### src/hw/rtl/cram_pkg.sv
// Package of the collective route address map: widths, codes and defaults.
package cram_pkg;

  localparam int CRAM_MAX_DIMS = 3;
  localparam int CRAM_MAX_PES  = 4096;

  localparam int PE_W   = 12;
  localparam int OFF_W  = 24;
  localparam int DIM_W  = 13;
  localparam int CHK_W  = 12;
  localparam int ST_W   = 3;
  localparam int ADDR_W = 5;

  typedef enum logic [ST_W-1:0] {
    ST_OK        = 3'd0,
    ST_CFG_BAD   = 3'd1,
    ST_PE_RANGE  = 3'd2,
    ST_NO_OUTPUT = 3'd3,
    ST_OFF_OVER  = 3'd4
  } status_t;

  typedef enum logic [2:0] {
    REG_NUM_DIMS  = 3'd0,
    REG_DIM0      = 3'd1,
    REG_DIM1      = 3'd2,
    REG_DIM2      = 3'd3,
    REG_LINE_DIM  = 3'd4,
    REG_MODE      = 3'd5,
    REG_ROOT      = 3'd6,
    REG_CHUNK     = 3'd7
  } reg_idx_t;

  typedef enum logic [1:0] {
    MODE_BCAST      = 2'd0,
    MODE_SCATTER    = 2'd1,
    MODE_GATHER_ONE = 2'd2,
    MODE_GATHER_ALL = 2'd3
  } mode_t;

endpackage

### src/hw/rtl/cram_div.sv
// Pipelined restoring divider, SPS quotient bits per register stage.
module cram_div #(
  parameter int NW  = 12,
  parameter int DW  = 13,
  parameter int SPS = 4
) (
  input  logic                          clk,
  input  logic [(NW+SPS-1)/SPS-1:0]     en,
  input  logic [NW-1:0]                 num,
  input  logic [DW-1:0]                 den,
  output logic [NW-1:0]                 quo,
  output logic [DW-1:0]                 rem
);

  localparam int STG = (NW + SPS - 1) / SPS;

  logic [NW-1:0] q_r [STG];
  logic [DW-1:0] r_r [STG];
  logic [DW-1:0] d_r [STG];

  for (genvar s = 0; s < STG; s++) begin : g_stage
    logic [NW-1:0] q_in;
    logic [DW-1:0] r_in;
    logic [DW-1:0] d_in;
    logic [NW-1:0] q_nxt;
    logic [DW:0]   r_wide;

    if (s == 0) begin : g_first
      assign q_in = num;
      assign r_in = '0;
      assign d_in = den;
    end else begin : g_rest
      assign q_in = q_r[s-1];
      assign r_in = r_r[s-1];
      assign d_in = d_r[s-1];
    end

    // shift one numerator bit in per step, subtract when it fits
    always_comb begin
      q_nxt  = q_in;
      r_wide = {1'b0, r_in};
      for (int k = 0; k < SPS; k++) begin
        if (s * SPS + k < NW) begin
          r_wide = {r_wide[DW-1:0], q_nxt[NW-1]};
          q_nxt  = {q_nxt[NW-2:0], 1'b0};
          if (r_wide >= {1'b0, d_in}) begin
            r_wide   = r_wide - {1'b0, d_in};
            q_nxt[0] = 1'b1;
          end
        end
      end
    end

    always_ff @(posedge clk) begin
      if (en[s]) begin
        q_r[s] <= q_nxt;
        r_r[s] <= r_wide[DW-1:0];
        d_r[s] <= d_in;
      end
    end
  end

  assign quo = q_r[STG-1];
  assign rem = r_r[STG-1];

endmodule

### src/hw/rtl/collective_route_address_map.sv
// Top level of the collective route address map.
// Usage:
//   in_* stream: one request per transfer, tdata = {byte_offset, pe_index}.
//   out_* stream: one result per request, in request order:
//     tdata = {out_size, source_byte, source_pe, status}.
//   cfg_* APB port: eight registers at byte addresses 0x00..0x1C, pready
//   always high; write only while no request is in flight.
// Throughput: one request per cycle while out_* does not stall. The
//   depth is set by the two chained PE-index dividers (line coordinate)
//   running beside the byte-offset divider, four quotient bits per
//   stage, then a multiply stage and an add stage.
// Each stage has its own valid bit; a stage holds while its successor is
//   full and stalled, so a stalled receiver fills the pipe and then
//   in_tready drops. Nothing is lost or repeated.
// Reset (rst_n low, synchronous) empties the pipe and restores the
//   register defaults: one dimension of extent one, broadcast, root zero,
//   one-byte chunks.
module collective_route_address_map #(
  parameter int MAX_DIMS = cram_pkg::CRAM_MAX_DIMS,
  parameter int MAX_PES  = cram_pkg::CRAM_MAX_PES
) (
  input  logic                      clk,
  input  logic                      rst_n,
  input  logic                      in_tvalid,
  output logic                      in_tready,
  input  logic [39:0]               in_tdata,   // pe_index[11:0], byte_offset[35:12]
  output logic                      out_tvalid,
  input  logic                      out_tready,
  output logic [63:0]               out_tdata,  // status[2:0], source_pe[14:3],
                                                // source_byte[38:15], out_size[62:39]
  input  logic                      cfg_psel,
  input  logic                      cfg_penable,
  input  logic                      cfg_pwrite,
  input  logic [cram_pkg::ADDR_W-1:0] cfg_paddr,
  input  logic [31:0]               cfg_pwdata,
  output logic [31:0]               cfg_prdata,
  output logic                      cfg_pready
);

  import cram_pkg::*;

  localparam int LAST = 8;

  // configuration registers
  logic [1:0]       num_dims_r;
  logic [DIM_W-1:0] dim0_r, dim1_r, dim2_r;
  logic [1:0]       line_dim_r;
  logic [1:0]       mode_r;
  logic [PE_W-1:0]  root_r;
  logic [CHK_W-1:0] chunk_r;

  logic     wr_en;
  reg_idx_t wr_idx;

  assign cfg_pready = 1'b1;
  assign wr_en  = cfg_psel && cfg_penable && cfg_pwrite && cfg_pready;
  assign wr_idx = reg_idx_t'(cfg_paddr[ADDR_W-1:2]);

  always_ff @(posedge clk) begin
    if (!rst_n) begin
      num_dims_r <= 2'd1;
      dim0_r     <= DIM_W'(1);
      dim1_r     <= DIM_W'(1);
      dim2_r     <= DIM_W'(1);
      line_dim_r <= 2'd0;
      mode_r     <= MODE_BCAST;
      root_r     <= '0;
      chunk_r    <= CHK_W'(1);
    end else if (wr_en) begin
      unique case (wr_idx)
        REG_NUM_DIMS: num_dims_r <= cfg_pwdata[1:0];
        REG_DIM0:     dim0_r     <= cfg_pwdata[DIM_W-1:0];
        REG_DIM1:     dim1_r     <= cfg_pwdata[DIM_W-1:0];
        REG_DIM2:     dim2_r     <= cfg_pwdata[DIM_W-1:0];
        REG_LINE_DIM: line_dim_r <= cfg_pwdata[1:0];
        REG_MODE:     mode_r     <= cfg_pwdata[1:0];
        REG_ROOT:     root_r     <= cfg_pwdata[PE_W-1:0];
        REG_CHUNK:    chunk_r    <= cfg_pwdata[CHK_W-1:0];
        default: ;
      endcase
    end
  end

  always_comb begin
    unique case (wr_idx)
      REG_NUM_DIMS: cfg_prdata = 32'(num_dims_r);
      REG_DIM0:     cfg_prdata = 32'(dim0_r);
      REG_DIM1:     cfg_prdata = 32'(dim1_r);
      REG_DIM2:     cfg_prdata = 32'(dim2_r);
      REG_LINE_DIM: cfg_prdata = 32'(line_dim_r);
      REG_MODE:     cfg_prdata = 32'(mode_r);
      REG_ROOT:     cfg_prdata = 32'(root_r);
      REG_CHUNK:    cfg_prdata = 32'(chunk_r);
      default:      cfg_prdata = '0;
    endcase
  end

  // derived configuration, registered; bad_r settles after nr_r, nr_r after p01_r
  logic [DIM_W-1:0]   d1u, d2u;
  logic [2*DIM_W-1:0] p01_r;
  logic [3*DIM_W-1:0] nr_r;
  logic [DIM_W-1:0]   stride_r;
  logic [DIM_W-1:0]   ext_r;
  logic [OFF_W-1:0]   size_r;
  logic               bad_r;
  logic [2*DIM_W-1:0] d01;
  logic [CHK_W+DIM_W-1:0] cxe;
  logic               gather;

  assign d1u    = (num_dims_r >= 2'd2) ? dim1_r : DIM_W'(1);
  assign d2u    = (num_dims_r >= 2'd3) ? dim2_r : DIM_W'(1);
  assign d01    = dim0_r * dim1_r;
  assign cxe    = chunk_r * ext_r;
  assign gather = (mode_r == MODE_GATHER_ONE) || (mode_r == MODE_GATHER_ALL);

  always_ff @(posedge clk) begin
    p01_r <= dim0_r * d1u;
    nr_r  <= p01_r * d2u;
    case (line_dim_r)
      2'd1:    stride_r <= dim0_r;
      2'd2:    stride_r <= d01[DIM_W-1:0];
      default: stride_r <= DIM_W'(1);
    endcase
    case (line_dim_r)
      2'd0:    ext_r <= dim0_r;
      2'd1:    ext_r <= dim1_r;
      2'd2:    ext_r <= dim2_r;
      default: ext_r <= DIM_W'(1);
    endcase
    size_r <= gather ? cxe[OFF_W-1:0] : OFF_W'(chunk_r);
    bad_r  <= (num_dims_r == 2'd0) || (32'(num_dims_r) > MAX_DIMS) ||
              (line_dim_r >= num_dims_r) || (chunk_r == '0) || (dim0_r == '0) ||
              ((num_dims_r >= 2'd2) && (dim1_r == '0)) ||
              ((num_dims_r >= 2'd3) && (dim2_r == '0)) ||
              ({1'b0, root_r} >= ext_r) || (nr_r > (3*DIM_W)'(MAX_PES));
  end

  // pipeline control
  logic [LAST:0] v_r;
  logic [LAST:0] rdy;

  always_comb begin
    rdy[LAST] = !v_r[LAST] || out_tready;
    for (int i = LAST - 1; i >= 0; i--) begin
      rdy[i] = !v_r[i] || rdy[i+1];
    end
  end

  assign in_tready  = rdy[0];
  assign out_tvalid = v_r[LAST];

  always_ff @(posedge clk) begin
    if (!rst_n) begin
      v_r <= '0;
    end else begin
      if (rdy[0]) v_r[0] <= in_tvalid;
      for (int i = 1; i <= LAST; i++) begin
        if (rdy[i]) v_r[i] <= v_r[i-1];
      end
    end
  end

  // request fields delayed alongside the dividers
  logic [PE_W-1:0]  pe_r  [7];
  logic [OFF_W-1:0] off_r [7];

  always_ff @(posedge clk) begin
    if (rdy[0]) begin
      pe_r[0]  <= in_tdata[PE_W-1:0];
      off_r[0] <= in_tdata[PE_W+OFF_W-1:PE_W];
    end
    for (int i = 1; i < 7; i++) begin
      if (rdy[i]) begin
        pe_r[i]  <= pe_r[i-1];
        off_r[i] <= off_r[i-1];
      end
    end
  end

  // line coordinate = (pe / stride) % ext; chunk index = offset / chunk
  logic [PE_W-1:0]  qa, qb;
  logic [DIM_W-1:0] ra, rb;
  logic [OFF_W-1:0] qc;
  logic [CHK_W-1:0] rc;

  cram_div #(.NW(PE_W), .DW(DIM_W), .SPS(4)) u_div_a (
    .clk (clk), .en (rdy[3:1]), .num (pe_r[0]), .den (stride_r), .quo (qa), .rem (ra)
  );

  cram_div #(.NW(PE_W), .DW(DIM_W), .SPS(4)) u_div_b (
    .clk (clk), .en (rdy[6:4]), .num (qa), .den (ext_r), .quo (qb), .rem (rb)
  );

  cram_div #(.NW(OFF_W), .DW(CHK_W), .SPS(4)) u_div_c (
    .clk (clk), .en (rdy[6:1]), .num (off_r[0]), .den (chunk_r), .quo (qc), .rem (rc)
  );

  // stage 7: status and products
  logic [PE_W-1:0]    coord;
  logic [PE_W-1:0]    xsel;
  logic [2*PE_W-1:0]  mcs_full, mx_full;
  logic [2*CHK_W-1:0] mcc_full;
  status_t            st_nxt;

  logic [PE_W-1:0]  pe7_r, mcs7_r, mx7_r;
  logic [OFF_W-1:0] sbase7_r, sadd7_r, size7_r;
  status_t          st7_r;

  assign coord    = rb[PE_W-1:0];
  assign xsel     = gather ? qc[PE_W-1:0] : root_r;
  assign mcs_full = coord * stride_r[PE_W-1:0];
  assign mx_full  = xsel * stride_r[PE_W-1:0];
  assign mcc_full = coord * chunk_r;

  always_comb begin
    if (bad_r) begin
      st_nxt = ST_CFG_BAD;
    end else if ((3*DIM_W)'(pe_r[6]) >= nr_r) begin
      st_nxt = ST_PE_RANGE;
    end else if ((mode_r == MODE_GATHER_ONE) && (coord != root_r)) begin
      st_nxt = ST_NO_OUTPUT;
    end else if (off_r[6] >= size_r) begin
      st_nxt = ST_OFF_OVER;
    end else begin
      st_nxt = ST_OK;
    end
  end

  always_ff @(posedge clk) begin
    if (rdy[7]) begin
      st7_r    <= st_nxt;
      pe7_r    <= pe_r[6];
      mcs7_r   <= mcs_full[PE_W-1:0];
      mx7_r    <= mx_full[PE_W-1:0];
      sbase7_r <= gather ? OFF_W'(rc) : off_r[6];
      sadd7_r  <= (mode_r == MODE_SCATTER) ? mcc_full[OFF_W-1:0] : '0;
      size7_r  <= size_r;
    end
  end

  // stage 8: output register
  status_t          st8_r;
  logic [PE_W-1:0]  src8_r;
  logic [OFF_W-1:0] sb8_r, size8_r;

  always_ff @(posedge clk) begin
    if (rdy[8]) begin
      st8_r   <= st7_r;
      src8_r  <= (st7_r == ST_OK) ? (pe7_r - mcs7_r + mx7_r) : '0;
      sb8_r   <= (st7_r == ST_OK) ? (sbase7_r + sadd7_r) : '0;
      size8_r <= ((st7_r == ST_OK) || (st7_r == ST_OFF_OVER)) ? size7_r : '0;
    end
  end

  assign out_tdata = {1'b0, size8_r, sb8_r, src8_r, st8_r};

endmodule

### config.mk
export PLATFORM = sky130hd
export DESIGN_NAME = collective_route_address_map
export DESIGN_NICKNAME = d
export VERILOG_FILES = /design/src/hw/rtl/cram_pkg.sv /design/src/hw/rtl/cram_div.sv /design/src/hw/rtl/collective_route_address_map.sv
export SDC_FILE = /design/constraint.sdc
export NUM_CORES = 2
export LEC_CHECK = 0
export BUFFER_PORTS_ARGS = -buffer_cell sky130_fd_sc_hd__buf_4
export CAP_MARGIN = 20
export CORE_MARGIN = 4
export CORE_UTILIZATION = 45
export CTS_CLUSTER_DIAMETER = 80
export CTS_CLUSTER_SIZE = 12
export DETAILED_ROUTE_END_ITERATION = 12
export HOLD_SLACK_MARGIN = 0.05
export PLACE_DENSITY_LB_ADDON = 0.15
export SLEW_MARGIN = 30
export SYNTH_ARGS = -nofsm -noshare
export SYNTH_HDL_FRONTEND = slang
export SYNTH_SLANG_ARGS = --single-unit
export TNS_END_PERCENT = 20
### constraint.sdc
create_clock -name clk -period 11.6 [get_ports clk]
set_input_delay 0.58 -clock clk [delete_from_list [all_inputs] [get_ports clk]]
set_output_delay 0.58 -clock clk [all_outputs]
set_load 0.02 [all_outputs]
* Word-level counts from Yosys, hierarchy flattened *
Memory sizes are Yosys's and may differ from the RTL's.
Index checks and enable logic that the tools add are counted.

word-level totals
  register bits after elaboration = 368
  latch bits = 0
  memory bits (writable) = 768
  ROM bits = 0
  bits of input ports = 84
  output and inout bits = 99
  word-level logic and storage cells = 345
  memories kept = 11

memory list
  memory       words  width  read ports  clocked after memory_dff  wr ports  line                                 text
  off_r        7      24     7           0                         7         collective_route_address_map.sv:165  logic [OFF_W-1:0] off_r [7];
  u_div_c.q_r  6      24     6           0                         6         cram_div.sv:17                       logic [NW-1:0] q_r [STG];
  pe_r         7      12     7           0                         7         collective_route_address_map.sv:164  logic [PE_W-1:0] pe_r [7];
  u_div_c.d_r  6      12     5           0                         6         cram_div.sv:19                       logic [DW-1:0] d_r [STG];
  u_div_c.r_r  6      12     6           0                         6         cram_div.sv:18                       logic [DW-1:0] r_r [STG];
  u_div_a.d_r  3      13     2           0                         3         cram_div.sv:19
  +5 memories  --     --     --          --                        --        --

operators by class
  $add $sub $neg = 51
  $mul = 7
  div/mod/pow operators = 0
  $lt $le $gt $ge = 55
  eq/ne operators = 14
  shifts and indexed selects = 0
  mux-type cells = 121
  bitwise logic cells = 0
  reductions and logical operators = 49

operator list
  operator                number
  $mux W13                26
  $mux W12                27
  $ge A14 B13 Y1          22
  $ge A13 B12 Y1          23
  $sub A12 B12 Y12        24
  $sub A13 B13 Y13        22
  $pmux W32 S8            1
  $mux W1                 62
  $ge A12 B39 Y1          1
  $gt A39 B13 Y1 const B  1
  $logic_not A13 Y1       3
  $mul A26 B13 Y39        1
  $pmux W13 S3            1
  $ge A1 B13 Y1           2
  $mul A13 B13 Y26        1
  $pmux W13 S2            1
  $sub A1 B13 Y13         2
  $add A24 B24 Y24        1
  $ge A24 B24 Y1          1
  $mul A12 B12 Y12        2
  $mul A12 B12 Y24        1
  $mul A12 B13 Y24        1
  $logic_or A1 B1 Y1      18
  $reduce_and A2 Y1       8
  other kinds (21)        45

* Longest topological paths before layout *
  word-level depth = 12
  depth in mapped cells = 47
  depth with buffers taken out = 42

* By module *
A second synthesis with hierarchy kept.

second synthesis, totals
  cell total of the unflattened synthesis = 10432
  area total of the unflattened synthesis = 102694.7 um2

by module, submodules not included
  module                        instances  cells an instance  area each (um2)  seq. area each (um2)
  collective_route_address_map  1          5549               56008.7          16676.0
  cram_div (u_div_c)            1          2362               23782.8          8287.9
  cram_div (u_div_a)            1          1285               11557.3          3032.9
  cram_div (u_div_b)            1          1236               11345.9          3032.9

* Worst setup path after synthesis *
OpenSTA, ideal clock, no wires.

  path kind = reg2reg
  start = memory u_div_b.d_r[0][0]
  end = memory u_div_b.r_r[1][9] (netlist: u_div_b.r_r[0][22]) (data pin)
  setup time = 261 ps
  data arrival time = 9692 ps
  required time = 11339 ps
  slack = 1647 ps
  cell stages (with the launch flop) = 42
  path buffers = 5
  clock period less this slack = 9953 ps
  cells stage by stage = edfxtp_1 > ha_1 > fa_1 > nor2b_1 > o21ai_1 > a21oi_1 > nor4_2 > or2_2 > buf_2 > clkbuf_1 > o21ai_0 > ha_1 > a21oi_1 > o21ai_0 > or3_1 > o221ai_1 > a21oi_1 > o21ai_0 > [6 not listed] > o21bai_1 > and3_1 > o31a_1 > o311a_1 > o21ai_0 > a211o_1 > clkbuf_1 > clkbuf_1 > mux2_2 > ha_1 > a21o_1 > a221o_1 > a21oi_1 > o21ai_0 > a211oi_1 > o211ai_1 > o31a_1 > a221o_1

RTL lines
  element          line
  start, declared  cram_div.sv:19
  end, declared    cram_div.sv:18

==> impl_metrics.env <==
export IMPL_drt_total_wl_mm=272
export IMPL_fin_nets=12000
export IMPL_tns_ns=0
export IMPL_max_stage_delay_ns=0.63
export IMPL_synth_ff_latch_count=928
export IMPL_synth_most_common_cell="inv_1"
export IMPL_coreArea_um2=210000
export IMPL_clkSinkCount=928
export IMPL_grt_overflow=0
export IMPL_setup_viol=0
export IMPL_grt_usage=0.247
export IMPL_vias=72500
export IMPL_area_growth_pct=8.08
export IMPL_drc=0
export IMPL_cts_buffer_depth=3
export IMPL_die_h_um=469
export IMPL_root_buffer="clkbuf_16"
export IMPL_synth_area_per_cell_um2=9.54
export IMPL_layout_setup_ws_ns=0.874
export IMPL_drt_initial_drc_count=4869
export IMPL_synth_cell_types=102
export IMPL_io_buffers=136
export IMPL_synthTopCellsByArea="edfxtp_1, fa_1, ha_1, inv_1, nand2_1"
export IMPL_cp_common_cell="ha_1"
export IMPL_std_cell_rows=168
export IMPL_cts_buffers=105
export IMPL_grt_max_degree=84
export IMPL_synth_flop_cell="edfxtp_1"
export IMPL_yosysSeqAreaShare=0.271
export IMPL_hold_viol=0
export IMPL_whs_ns=0.155
export IMPL_rsz0062_at_grt="false"
export IMPL_grt_pass1_wl_mm=422
export IMPL_clock_fmax_mhz=93.2
export IMPL_die_w_um=469
export IMPL_final_period_utilization=0.925
export IMPL_place_hpwl_mm=213
export IMPL_cts_setup_buffers=0
export IMPL_crit_path_top_delay_cell="o41ai_1"
export IMPL_post_place_ws_ns=0.758
export IMPL_grt_pass1_vias=73000
export IMPL_avgRoutedWirePerCell_um=21.0
export IMPL_worst_setup_path_type="reg2reg"
export IMPL_place_gp_congestion=0.919
export IMPL_hold_class="in2reg"
export IMPL_vias_per_cell=5.60
export IMPL_antenna_found_initial=23
export IMPL_fin_skew_ns=0.0599
export IMPL_endpoint_kind="flip-flop"
export IMPL_startpoint_type="flip-flop"
export IMPL_cts_tree="yes"
export IMPL_io_pin_count=183
export IMPL_yosys_top_cells_count="inv_1, nand2_1, ha_1, fa_1, edfxtp_1"
export IMPL_async_reset_ff_frac=0
export IMPL_yosys_warnings=0
export IMPL_synth_cells=10000
export IMPL_dieArea_um2=220000
export IMPL_synth_top_area_cell="edfxtp_1"
export IMPL_synth_edf_count=734
export IMPL_crit_fanout=17
export IMPL_crit_arrival_ns=11.23
export IMPL_cap_violations=0
export IMPL_htree_levels=3
export IMPL_path_clk_slew_ns=0.06
export IMPL_cp_required_ns=12.10
export IMPL_synth_top_area_share=0.231
export IMPL_detail_route_antenna_nets=0
export IMPL_synth_area_um2=95600
export IMPL_slew_violations=0
export IMPL_drive_above_1_share=0.0778
export IMPL_status="finished clean"
export IMPL_tightestPinTransition_ns=1.04
export IMPL_first_pass_iters=6
export IMPL_clock_latency_ns=0.77
export IMPL_fin_crit_ns=10.73
export IMPL_initial_core_util=0.454
export IMPL_max_slew_margin_rel=0.304
[layout by cell type, fill, tap and decap left out, drive strengths merged, types with 37 or more instances in the layout]
master / synthesis / final
a21boi: 88 / 88
dfxtp: 194 / 194
o21ai: 350 / 350
nand2b: 80 / 80
a21oi: 463 / 463
a21o: 159 / 159
and2: 304 / 304
buf: 70 / 244
o211ai: 40 / 40
nor3: 167 / 167
nor4: 51 / 51
nor2: 565 / 565
ha: 1026 / 1026
nor2b: 175 / 175
and3: 116 / 116
xnor2: 389 / 389
edfxtp: 734 / 734
o21a: 117 / 117
mux2i: 128 / 128
nand3: 131 / 131
nand2: 1114 / 1114
o21bai: 63 / 63
or3: 63 / 63
nand4: 97 / 97
inv: 1300 / 1318
clkbuf: 289 / 149
xor2: 157 / 157
dlygate4sd3: 0 / 37
mux2: 326 / 326
fa: 776 / 776
a211oi: 53 / 53
[registers in the layout, summed over array words and instances (netlist names), 26 cells and up]
| register | count |
|---|---|
| p01_r | 26 |
| nr_r | 39 |
| u_div_c.q_r | 42 |
| u_div_a.d_r | 26 |
| off_r | 150 |
| u_div_c.r_r | 72 |
| u_div_a.r_r | 26 |
| pe_r | 81 |
| u_div_a.q_r | 27 |
| u_div_c.d_r | 60 |
| u_div_b.r_r | 38 |
| u_div_b.d_r | 26 |
[critical path: cells and delay by family, from the launching register on]
kind            cells  cell delay [ns]
fa+ha+maj           4             1.34
mux                 3             1.11
compound gates     19             4.54
buf+inv             5             1.13
simple gates       10             1.75
flops               1             0.55
[final timing paths]
path / start / end / slack (ns) / cells after the start
min reg2reg: off_r[5][22] / off_r[6][22] / 0.40 / 0
max: u_div_c.d_r[2][1] / u_div_c.r_r[3][10] / 0.87 / 41
min: cfg_pwdata[0] / num_dims_r[0] / 0.16 / 3
max reg2reg: u_div_c.d_r[2][1] / u_div_c.r_r[3][10] / 0.87 / 41
[repair_timing]
item	in CTS	in global routing
resized for setup	0	2
hold endpoints to repair	37	0
endpoints found under the setup margin	0	11
hold buffers	37	0
[per-stage QoR]
step	instances	utilization	cell area (µm²)
finish	13000	0.491	103000
floorplan	10000	-	95700
global route	13000	0.491	103000
CTS	12900	0.491	103000
global placement	12700	0.473	99500
detailed placement	12700	0.473	99600
[cells by family after synthesis]
group | Yosys count | share of synthesized area
AND/OR/NAND/NOR | 2945 | 0.146
adder cells (fa/ha/maj) | 1802 | 0.297
AO/OA/AOI/OAI | 1677 | 0.116
buffers and inverters | 1660 | 0.0668
flip-flops | 928 | 0.271
XOR/XNOR | 546 | 0.0500
multiplexers | 456 | 0.0530
other | 2 | 0.0000786
[layout make-up]
class | instances | area, µm²
Fill cell | 19400 | 107000
Antenna cell | 8 | 20.0
Timing Repair Buffer | 281 | 2230
Tap cell | 2805 | 3510
Inverter | 1301 | 4890
Sequential cell | 928 | 25900
Clock inverter | 36 | 409
Clock buffer | 149 | 2870
Multi-Input combinational cell | 7447 | 63400
[layer usage]
layer  wire length (µm)  global-route usage  vias up  part of all wire
met2             124000               0.399     1963              0.45
met4               7550              0.0700        4             0.028
li1                   -                   -    34300                 -
met1             123000               0.343    35900              0.45
met3              17900              0.0399      356             0.066
met5                 23                   0        -          0.000084
Power is not shown: default switching activity piles up to over one toggle a cycle in this logic, so the estimate is an artifact.
